### src/rtl/core/edmd_pkg.sv
`timescale 1ns / 1ps

package edmd_pkg;

    localparam int Q_W      = 24;
    localparam int TERM_W   = 39;
    localparam int SUM_W    = 42;
    localparam int DIV_BITS = 42;
    localparam int CNT_W    = 3;

    localparam logic [Q_W-1:0]    Q_ONE     = 24'h100000;
    localparam logic [Q_W-1:0]    Q_MAX     = 24'hFFFFFF;
    localparam logic [TERM_W-1:0] TERM_LIM  = 39'h40_0000_0000;
    localparam logic [CNT_W-1:0]  MAX_COUNT = 3'd7;

    localparam logic [1:0] CFG_POLE         = 2'd0;
    localparam logic [1:0] CFG_EVENT_FACTOR = 2'd1;
    localparam logic [1:0] CFG_KERNEL_LEN   = 2'd2;

    typedef struct packed {
        logic sweep_wr;
        logic take_in;
        logic head_clr;
        logic head_wr;
        logic term_init;
        logic ser_lo;
        logic ser_hi;
        logic div_init;
        logic div_step;
        logic mean_load;
        logic gain_lo;
        logic gain_hi;
        logic rd_tap;
        logic tap_start;
        logic pow_step;
        logic tap_wr;
        logic out_load;
        logic head_inc;
    } edmd_cmd_t;

    typedef struct packed {
        logic sweep_last;
        logic tap_last;
    } edmd_sts_t;

    function automatic logic [Q_W-1:0] sat_round(input logic [2*Q_W-1:0] prod);
        logic [2*Q_W:0] s;
        begin
            s = {1'b0, prod} + 49'd524288;
            if (|s[48:44])
                return Q_MAX;
            return s[43:20];
        end
    endfunction

    function automatic logic [CNT_W-1:0] clamp_count(input logic [CNT_W-1:0] c);
        begin
            return (c > MAX_COUNT) ? MAX_COUNT : c;
        end
    endfunction

endpackage

### src/rtl/core/edmd_ctrl.sv
`timescale 1ns / 1ps

module edmd_ctrl (
    input  logic                       clk,
    input  logic                       rst_n,
    input  logic                       in_valid,
    input  logic [edmd_pkg::CNT_W-1:0] event_count,
    input  logic                       restart,
    input  logic                       out_stall,
    input  edmd_pkg::edmd_sts_t        sts,
    output logic                       in_stall,
    output logic                       out_valid,
    output edmd_pkg::edmd_cmd_t        cmd
);

    typedef enum logic [3:0] {
        S_INIT,
        S_IDLE,
        S_CLEAR,
        S_FETCH,
        S_ENTRY,
        S_SLO,
        S_SHI,
        S_DINIT,
        S_DSTEP,
        S_MEAN,
        S_GLO,
        S_GHI,
        S_TRD,
        S_POW,
        S_TWR,
        S_DONE
    } state_t;

    state_t                     state_reg;
    logic                       out_valid_reg;
    logic [edmd_pkg::CNT_W-1:0] cnt_reg;
    logic [edmd_pkg::CNT_W-1:0] j_reg;
    logic [5:0]                 bit_reg;
    logic                       accept;
    logic                       out_free;
    logic                       j_last;

    assign accept   = (state_reg == S_IDLE) && in_valid;
    assign out_free = !out_valid_reg || !out_stall;
    assign j_last   = j_reg == (cnt_reg - edmd_pkg::CNT_W'(1));

    always_comb
    begin
        cmd = '0;
        unique case (state_reg)
            S_INIT, S_CLEAR: cmd.sweep_wr = 1'b1;
            S_IDLE:
            begin
                cmd.take_in  = accept;
                cmd.head_clr = accept && restart;
            end
            S_FETCH: ;
            S_ENTRY:
            begin
                cmd.head_wr   = 1'b1;
                cmd.term_init = 1'b1;
            end
            S_SLO:   cmd.ser_lo    = 1'b1;
            S_SHI:   cmd.ser_hi    = 1'b1;
            S_DINIT: cmd.div_init  = 1'b1;
            S_DSTEP: cmd.div_step  = 1'b1;
            S_MEAN:  cmd.mean_load = 1'b1;
            S_GLO:   cmd.gain_lo   = 1'b1;
            S_GHI:   cmd.gain_hi   = 1'b1;
            S_TRD:
            begin
                cmd.rd_tap    = 1'b1;
                cmd.tap_start = 1'b1;
            end
            S_POW:
            begin
                cmd.rd_tap   = 1'b1;
                cmd.pow_step = 1'b1;
            end
            S_TWR:
            begin
                cmd.rd_tap = 1'b1;
                cmd.tap_wr = 1'b1;
            end
            S_DONE:
            begin
                cmd.out_load = out_free;
                cmd.head_inc = out_free;
            end
            default: ;
        endcase
    end

    always_ff @(posedge clk or negedge rst_n)
    begin
        if (!rst_n)
        begin
            state_reg     <= S_INIT;
            out_valid_reg <= 1'b0;
            cnt_reg       <= '0;
            j_reg         <= '0;
            bit_reg       <= '0;
        end
        else
        begin
            if ((state_reg == S_DONE) && out_free)
                out_valid_reg <= 1'b1;
            else if (!out_stall)
                out_valid_reg <= 1'b0;

            unique case (state_reg)
                S_INIT:
                    if (sts.sweep_last)
                        state_reg <= S_IDLE;
                S_IDLE:
                    if (accept)
                    begin
                        cnt_reg   <= edmd_pkg::clamp_count(event_count);
                        state_reg <= restart ? S_CLEAR : S_ENTRY;
                    end
                S_CLEAR:
                    if (sts.sweep_last)
                        state_reg <= S_FETCH;
                S_FETCH: state_reg <= S_ENTRY;
                S_ENTRY:
                begin
                    j_reg     <= '0;
                    state_reg <= (cnt_reg == '0) ? S_DONE : S_SLO;
                end
                S_SLO: state_reg <= S_SHI;
                S_SHI:
                begin
                    j_reg     <= j_reg + edmd_pkg::CNT_W'(1);
                    state_reg <= j_last ? S_DINIT : S_SLO;
                end
                S_DINIT:
                begin
                    bit_reg   <= '0;
                    state_reg <= S_DSTEP;
                end
                S_DSTEP:
                begin
                    bit_reg <= bit_reg + 6'd1;
                    if (bit_reg == 6'(edmd_pkg::DIV_BITS - 1))
                        state_reg <= S_MEAN;
                end
                S_MEAN: state_reg <= S_GLO;
                S_GLO:  state_reg <= S_GHI;
                S_GHI:  state_reg <= S_TRD;
                S_TRD:
                begin
                    j_reg     <= '0;
                    state_reg <= S_POW;
                end
                S_POW:
                begin
                    j_reg <= j_reg + edmd_pkg::CNT_W'(1);
                    if (j_last)
                        state_reg <= S_TWR;
                end
                S_TWR: state_reg <= sts.tap_last ? S_DONE : S_TRD;
                S_DONE:
                    if (out_free)
                        state_reg <= S_IDLE;
                default: state_reg <= S_IDLE;
            endcase
        end
    end

    assign in_stall  = state_reg != S_IDLE;
    assign out_valid = out_valid_reg;

endmodule

### config.mk
export PLATFORM = sky130hd
export DESIGN_NAME = edmd_ctrl
export DESIGN_NICKNAME = d
export VERILOG_FILES = /design/src/rtl/core/edmd_pkg.sv /design/src/rtl/core/edmd_ctrl.sv
export SDC_FILE = /design/constraint.sdc
export NUM_CORES = 1
export LEC_CHECK = 0
export ABC_AREA = 1
export BUFFER_PORTS_ARGS = -buffer_cell sky130_fd_sc_hd__buf_2
export CAP_MARGIN = 20
export CORE_ASPECT_RATIO = 1.5
export CORE_MARGIN = 3
export CORE_UTILIZATION = 45
export DETAILED_ROUTE_END_ITERATION = 6
export PLACE_DENSITY = 0.78
export SETUP_SLACK_MARGIN = 0.3
export SLEW_MARGIN = 20
export SYNTH_ARGS = -nofsm -noshare
export SYNTH_HDL_FRONTEND = slang
export SYNTH_SLANG_ARGS = --single-unit
### constraint.sdc
create_clock -name clk -period 1.5 [get_ports clk]
set_input_delay 0.15 -clock clk [delete_from_list [all_inputs] [get_ports clk]]
set_output_delay 0.15 -clock clk [all_outputs]
set_load 0.05 [all_outputs]
==> out/qor.csv, run 1 <==
metric;value;unit
setup-tns-final;-4.10;ns
io_pins;30;
clock_latency;0.33;ns
grt_pass1_vias;1570;
cp.arrival;2.01;ns
relSlewSlack;0.714;
synthArstFlopShare;1.00;
fin_util;0.892;
rows;22;
nNetsFinal;259;
worst_pin_slew;0.428;ns
violations;negative setup slack;
ys_seq_area_frac;0.342;
ant_nets;0;
cts_tree;done;
synth_seq_cells;17;
grt.overflow.total;0;
die_w;48.9;µm
yosysUniqueCellTypes;26;
fin_total_pwr;5.16;mW
largest_reg_flops;6;
mostFrequentLayoutCell;buf_4;
synth_area_leaders;dfrtp_1, nand2_1, inv_1, nor2_1, nor2_4;
crit_chain;buf_4 > inv_2 > nand2_4 > buf_4 > a21oi_1 > nor2_1 > nand3_1 > nand2_2 > nand2_1;
fmaxAchievable;563;MHz
wl_per_cell;20.8;µm
antenna_found_initial;0;
netlist_instances;172;
hold_viol_final;0;
grtUsageTotal;0.287;
r2r-start;state_reg[1];
syn_nets;187;
rr_worst_depth;9;
die_h;70.4;µm
cts-htree-levels;1;
hold_path.class;input pin to register;
synth_edf_count;0;
yosys.area.top_type;dfrtp_1;
grt_setup_unrepaired;yes;
avgSynthCellArea;7.24;µm²
numCtsBuffers;3;
cpMaxStageDelayCell;dfrtp_2;
worstReg2RegEnd;state_reg[1];
drtIter0Drc;83;
clk_path_buf_depth;2;
clkSlewWorstSetupHoldPaths;0.13;ns
crit_top_cell;buf_4;
dp_hpwl;2.42;mm
drc;0;
initial_utilization;0.492;
fin_skew;0.0345;ns
worst_slack;-0.275;ns
coreArea;2530;µm²
crit_type;register to register;
io_buffers;29;
drtPass1Iterations;5;
synth_warnings;0;
dr_total_vias;1604;
whs_path_depth;3;
timing.hold.ws;0.0775;ns
maxCapViolations;0;
start_kind;register;
setup-violations-final;32;
vias_per_cell;5.75;
crit_fanout;6;
crit_required;1.74;ns
cts_sinks;17;
layout_common_cells;buf_4, nand2_1, nor2_4, buf_6, nand2_2;
cp.depth;9;
grt_max_degree;18;
fin_crit_sh;1.18;
wirelength;5.79;mm
r2r_setup_slack;-0.27;ns
synth_ff_type;dfrtp_1;
crit_family;simple AND/OR/NAND/NOR gates;
end_kind;register;
routabilityCongestion;0.903;
status;finished with violations;
cpPeakStageDelay;0.52;ns
synth_top_area_frac;0.342;
min_to;cnt_reg[1];
diodes;0;
drive_gt1_frac;0.638;
die-area;3450;µm²
hold_path.startpoint;event_count[1];
area_growth;81.5;%
finalCriticalPeriod;1.77;ns
irDropWorstVdd;1.32;mV
critPathBufInv;3;
grt_pass1_wl;7.60;mm
finalMaxSlewViolations;0;
powerDensity;2280;nW/µm²
netlist_area;1240;µm²
cts_root_buf;clkbuf_4;
cellLeakagePower;1.10;nW
[report_power, final]
| part | switching (mW) | internal [mW] | total [mW] |
|---|---|---|---|
| registers | 0.256 | 0.621 | 0.877 |
| logic | 2.42 | 1.59 | 4.01 |
| clock network | 0.175 | 0.104 | 0.279 |
| total | 2.85 | 2.32 | 5.16 |
[logic make-up after synthesis]
kind of cell	Yosys count	share of synthesized area
xor+xnor	3	0.0211
compound gates	18	0.0754
buf+inv	33	0.114
flops	17	0.342
simple gates	96	0.398
fa+ha+maj	5	0.0503
[per-stage QoR]
stage               std cells  cell area (µm²)  worst slack (ns)
global placement          241             1620            -0.111
CTS                       268             2050            -0.134
floorplan                 172             1410            0.0532
finish                    279             2260            -0.275
global route              279             2260            -0.275
detailed placement        241             1620            -0.114
[what timing repair did]
item	4_1_cts	5_1_grt
endpoints found under the hold margin	17	0
pin swaps	22	12
hold buffers	1	0
setup endpoints to repair	35	36
gates resized for setup	76	35
setup buffers	22	11
[area by class of cell]
type	count	area (µm²)
Inverter	29	131
Timing Repair Buffer	71	668
Multi-Input combinational cell	122	957
Clock buffer	4	26.3
Sequential cell	17	432
Fill cell	109	273
Tap cell	36	45.0
[worst min-delay path, stage by stage]
cell	delay (ns)
buf_2	0.09
nand2_2	0.05
o21ai_2	0.05
[per-layer routing]
| layer | share of wire | vias to the layer above | global-route usage |
|---|---|---|---|
| li1 | - | 682 | - |
| met1 | 0.34 | 763 | 0.284 |
| met2 | 0.50 | 111 | 0.526 |
| met3 | 0.074 | 48 | 0.0618 |
| met4 | 0.087 | 0 | 0.184 |
| met5 | 0 | - | 0 |
[worst max-delay path by stage]
stage / from / endpoint
4_1_cts: state_reg[1] / cmd[13]
6_report: state_reg[1] / state_reg[1]
3_5_place_dp: state_reg[2] / state_reg[1]
5_1_grt: state_reg[1] / cmd[13]
2_1_floorplan: state_reg[0] / cnt_reg[1]
3_3_place_gp: state_reg[2] / state_reg[1]
[cell usage after synthesis (3+ instances only)]
master and n:
o21ai_1 4, inv_1 22, nor2_1 22, nor2_4 6
nand2_1 38, inv_2 5, nor2_2 4, o21ai_0 6
buf_4 3, nand2_2 7, ha_1 5, dfrtp_1 17
a21oi_1 5, nand3_1 10, o22ai_1 3
Note: power is estimated with default switching activity, not from simulation.
==> inputs of run 2 (changes only) <==
BUFFER_PORTS_ARGS = unset   (was -buffer_cell sky130_fd_sc_hd__buf_2)
DONT_BUFFER_PORTS = 1   (was unset)
PLACE_DENSITY = 0.68   (was 0.78)
==> run 2 against run 1 <==
  * The run still ends with negative setup slack left
  * Routed wire length down 14%
  * Setup slack better by 0.051 ns
  * Via count down 9.5%
  * Clock-buffer cell count unchanged
  * Sequential power up 1%
  * Critical endpoint unchanged
  * Highest routed layer unchanged
==> out/qor.csv, run 2 (synthesized netlist as in run 1, its figures left out) <==
metric;value;unit;change
status;finished with violations;;
violations;negative setup slack;;
setup-violations-final;23;;-28%
finalMaxSlewViolations;0;;unchanged
fmaxAchievable;580;MHz;+2.9%
worst_pin_slew;0.817;ns;+0.389 ns
cpMaxStageDelayCell;dfrtp_2;;
coreArea;2530;µm²;unchanged
start_kind;register;;
cellLeakagePower;1.03;nW;-6.9%
met3_usage;0.0341;;-0.0277
initial_utilization;0.492;;unchanged
crit_chain;buf_4 > buf_4 > buf_4 > nand2_1 > nand3_1 > nor2_1 > nand3_1 > nand2_1 > nand2_1;;
cts_sinks;17;;unchanged
maxCapViolations;0;;unchanged
io_buffers;0;;-100%
die_w;48.9;µm;unchanged
crit_type;register to register;;
largest_reg_flops;6;;unchanged
worstReg2RegEnd;state_reg[1];;
die-area;3450;µm²;unchanged
wirelength;4.96;mm;-14%
fin_skew;0.00771;ns;-0.0268 ns
relSlewSlack;0.453;;-0.261
top_usage_layer;met2;;
hold_viol_final;0;;unchanged
r2r-start;state_reg[2];;
cts_root_buf;clkbuf_4;;
die_h;70.4;µm;unchanged
rr_worst_depth;9;;unchanged
numCtsBuffers;3;;unchanged
cpPeakStageDelay;0.52;ns;about the same
grtUsageMet2;0.410;;-0.116
cts_tree;done;;
dp_hpwl;2.35;mm;-3.0%
diodes;0;;unchanged
grt_setup_unrepaired;yes;;
fin_util;0.883;;-0.00889
powerDensity;2270;nW/µm²;-0.47%
layout_common_cells;buf_4, nand2_1, nor2_4, nand2_2, buf_6;;
hold_path.class;input pin to register;;
crit_required;1.70;ns;-0.04 ns
crit_end;state_reg[1];;
grt.met1_usage;0.238;;-0.0458
setup-tns-final;-2.24;ns;+1.86 ns
fin_total_pwr;5.09;mW;-1.5%
grt_pass1_wl;6.04;mm;-21%
ant_nets;0;;unchanged
clkSlewWorstSetupHoldPaths;0.11;ns;-0.02 ns
grt.overflow.total;0;;unchanged
antenna_found_initial;0;;unchanged
drtPass1Iterations;4;;-1
rows;22;;unchanged
irDropWorstVdd;1.45;mV;+10%
vias_per_cell;5.44;;-5.4%
area_growth;79.7;%;
dr_total_vias;1452;;-9.5%
routabilityCongestion;0.960;;+6.3%
r2r_setup_slack;-0.22;ns;+0.05 ns
place_inst;223;;-7.5%
cts-htree-levels;1;;unchanged
grtUsageTotal;0.224;;-0.0636
mostFrequentLayoutCell;buf_4;;
cp.arrival;1.93;ns;-0.08 ns
wl_per_cell;18.6;µm;-10%
finalCriticalPeriod;1.72;ns;-0.0508 ns
drc;0;;unchanged
grt_pass1_vias;1419;;-9.6%
cp-startpoint;state_reg[2];;
clk_path_buf_depth;2;;unchanged
worst_slack;-0.224;ns;+0.0508 ns
io_pins;30;;unchanged
fin_crit_sh;1.15;;-0.0338
timing.hold.ws;0.0262;ns;-0.0513 ns
end_kind;register;;
grt_max_degree;18;;unchanged
drtIter0Drc;49;;-41%
clock_latency;0.31;ns;-0.02 ns
nNetsFinal;247;;-4.6%
stdcell_count;267;;-4.3%
drive_gt1_frac;0.615;;-0.0231
crit_fanout;6;;unchanged
run 2: cell types whose count changed in the layout (fill, tap and decap cells not counted), sizes merged:
cell / before / now
dlygate4sd3: 1 / 4
buf: 70 / 55
run 2: stage by stage:
step                setup WS [ns]  cell area [µm²]
global route               -0.284             2240
detailed placement        -0.0371             1620
finish                     -0.224             2240
CTS                        -0.122             1950
floorplan                  0.0532             1410
global placement           0.0111             1620
run 2: area by class of cell:
class                   instances  area, µm²
inverters                      29        136
fillers                       117        295
well taps                      36       45.0
multi-input cells             122        962
repair buffers                 59        636
flip-flops and latches         17        432
clock buffers                   4       26.3
run 2: worst min path at each step:
stage,slack (ns),endpoint,startpoint,depth (start not counted)
6_report,0.03,out_valid,out_stall,2
5_1_grt,0.04,out_valid,out_stall,2
4_1_cts,-0.004,out_valid,out_stall,2
3_5_place_dp,-0.15,cnt_reg[2],rst_n,0
3_3_place_gp,-0.15,cnt_reg[2],rst_n,0
2_1_floorplan,-0.15,bit_reg[0],rst_n,0
run 2: what timing repair did:
action | CTS | global route
pin swaps | 22 | 23
resized for setup | 35 | 40
hold buffers | 4 | 0
setup endpoints to repair | 35 | 35
cloned | 0 | 0
buffers inserted | 19 | 17
endpoints found under the hold margin | 21 | 0
run 2: power breakdown:
| group | total [mW] | internal [mW] | switching (mW) |
|---|---|---|---|
| Clock | 0.269 | 0.104 | 0.165 |
| Combinational | 3.93 | 1.66 | 2.27 |
| Sequential | 0.890 | 0.620 | 0.270 |
| Total | 5.09 | 2.38 | 2.71 |
run 2: critical path: cells and delay by family (launching register included):
kind	cells	cell delay [ns]
flip-flops	1	0.52
buffers and inverters	3	0.44
AND/OR/NAND/NOR	6	0.65
run 2: layer usage:
layer,share of wire,vias up,routed length (µm)
li1,-,656,-
met1,0.36,704,1780
met2,0.55,69,2720
met3,0.045,23,225
met4,0.047,0,233
met5,0,-,0
==> inputs of run 3 (changes only) <==
PLACE_DENSITY = 0.66   (was 0.68)
clock period = 2 ns   (was 1.5 ns; I/O delays follow)
==> run 3 against run 2 <==
  * The run now ends clean
  * Sequential power shrank 30%
  * Clock power fell by 31%
  * Clock skew shrank 0.0035 ns
  * Routed wire length down 42%
  * Cell count fell by 13%
  * Non-clock buffer count fell by 34
  * Largest cell class unchanged
==> out/qor.csv, run 3 (synthesized netlist as in run 1, its figures left out) <==
metric;value;unit;change
cts-htree-levels;1;;unchanged
rows;22;;unchanged
r2r_setup_slack;0.37;ns;+0.59 ns
antenna_found_initial;0;;unchanged
vias_per_cell;4.85;;-11%
die_h;70.4;µm;unchanged
crit_fanout;8;;+2
fin_total_pwr;2.54;mW;-50%
setup-tns-final;0;ns;+2.24 ns
worst_slack;0.351;ns;+0.575 ns
grt_setup_unrepaired;yes;;
drtPass1Iterations;4;;unchanged
die-area;3450;µm²;unchanged
fin_crit_sh;0.824;;
largest_reg_flops;6;;unchanged
wirelength;2.89;mm;-42%
hold_path.class;input pin to register;;
regArea;430;µm²;-0.29%
worstReg2RegEnd;state_reg[2];;
io_buffers;0;;unchanged
irDropWorstVdd;0.865;mV;-41%
crit_type;register to primary output;;
cts_tree;done;;
mostFrequentLayoutCell;nand2_1;;
hold_viol_final;0;;unchanged
rr_worst_depth;12;;+3
area_growth;27.0;%;
coreArea;2530;µm²;unchanged
relSlewSlack;0.445;;-0.00821
wl_per_cell;12.4;µm;-33%
die_w;48.9;µm;unchanged
powerDensity;1610;nW/µm²;-29%
numCtsBuffers;3;;unchanged
end_kind;primary output;;
finalMaxSlewViolations;0;;unchanged
dp_worst_setup_slack;0.378;ns;+0.415 ns
min_to;cnt_reg[2];;
cellLeakagePower;0.795;nW;-23%
grt_pass1_wl;4.68;mm;-23%
grt_max_degree;18;;unchanged
grt.overflow.total;0;;unchanged
nNetsFinal;213;;-14%
fin_skew;0.00426;ns;-0.00345 ns
routabilityCongestion;0.802;;-16%
crit_required;1.80;ns;+0.10 ns
clk_path_buf_depth;2;;unchanged
whs_path_depth;2;;unchanged
clkSlewWorstSetupHoldPaths;0.10;ns;about the same
fmaxAchievable;607;MHz;
dr_total_vias;1129;;-22%
start_kind;register;;
layout_common_cells;nand2_1, inv_1, buf_4, nor2_1, dfrtp_1;;
drc;0;;unchanged
nFillCells;247;;+110%
worst_pin_slew;0.829;ns;+0.0123 ns
drtIter0Drc;14;;-71%
initial_utilization;0.492;;unchanged
maxCapViolations;0;;unchanged
cp.arrival;1.45;ns;-0.48 ns
clock_latency;0.29;ns;-0.02 ns
dp_hpwl;2.21;mm;-5.9%
ant_nets;0;;unchanged
finalCriticalPeriod;1.65;ns;
io_pins;30;;unchanged
grtUsageTotal;0.173;;-0.0510
setup-violations-final;0;;-100%
r2r-start;cnt_reg[0];;
cts_sinks;17;;unchanged
multi_input_area;741;µm²;-23%
status;completed;;
grt_pass1_vias;1025;;-28%
diodes;0;;unchanged
drive_gt1_frac;0.376;;-0.239
cts_root_buf;clkbuf_4;;
hold_path.startpoint;event_count[2];;
-- run 3: cell count changes in the layout (fill, tap and decap cells not counted), moves of 7 or more --
cell     change
nor2_4      -10
buf_4       -11
buf_12       -7
inv_1        +9
buf_6       -10
nor2_1       +7
nand2_1     +11
-- run 3: final cells by class --
cell class              count  share of cell area
well taps                  36              0.0285
flip-flops and latches     17               0.272
multi-input cells         122               0.468
inverters                  29              0.0720
clock buffers               4              0.0166
repair buffers             25               0.142
-- run 3: report_power, final --
group	switching [mW]	total (mW)	leakage (nW)	internal, mW
Clock	0.109	0.186	0.0150	0.0775
Sequential	0.158	0.624	0.217	0.466
Combinational	1.14	1.73	0.563	0.589
-- run 3: how the worst max path moves through the flow --
stage,from,cells after the start,slack [ns],endpoint
CTS,state_reg[1],5,0.29,cmd[1]
detailed placement,cnt_reg[0],11,0.38,state_reg[3]
global placement,cnt_reg[0],11,0.39,state_reg[2]
floorplan,state_reg[2],4,0.32,cmd[15]
finish,state_reg[1],5,0.35,cmd[1]
global route,state_reg[1],5,0.27,cmd[0]
-- run 3: layer usage --
layer | vias to the layer above | GRT usage | wire, µm
met4 | 0 | 0.0633 | 36
met1 | 513 | 0.215 | 1250
met2 | 30 | 0.281 | 1450
met3 | 4 | 0.0469 | 160
li1 | 582 | - | -
met5 | - | 0 | 0
-- run 3: per-stage QoR --
stage | std cells | instance area, µm² | util | hold WS [ns]
detailed placement | 220 | 1400 | 0.554 | -0.0952
CTS | 227 | 1480 | 0.583 | 0.0251
finish | 233 | 1580 | 0.625 | 0.0267
floorplan | 172 | 1260 | - | -0.0956
global placement | 220 | 1400 | 0.554 | -0.0951
global route | 233 | 1580 | 0.625 | 0.0180
-- run 3: critical path, stage by stage, from the launching register on --
cell	delay, ns
dfrtp_2	0.51
nand2_2	0.14
nor2_2	0.12
inv_1	0.10
nor2_4	0.11
buf_12	0.18
-- run 3: what timing repair did --
item / 4_1_cts / 5_1_grt
setup endpoints to repair: 8 / 14
buffers inserted: 2 / 6
endpoints found under the hold margin: 17 / 0
gates resized for setup: 8 / 18
hold buffers: 1 / 0
pin swaps: 0 / 6
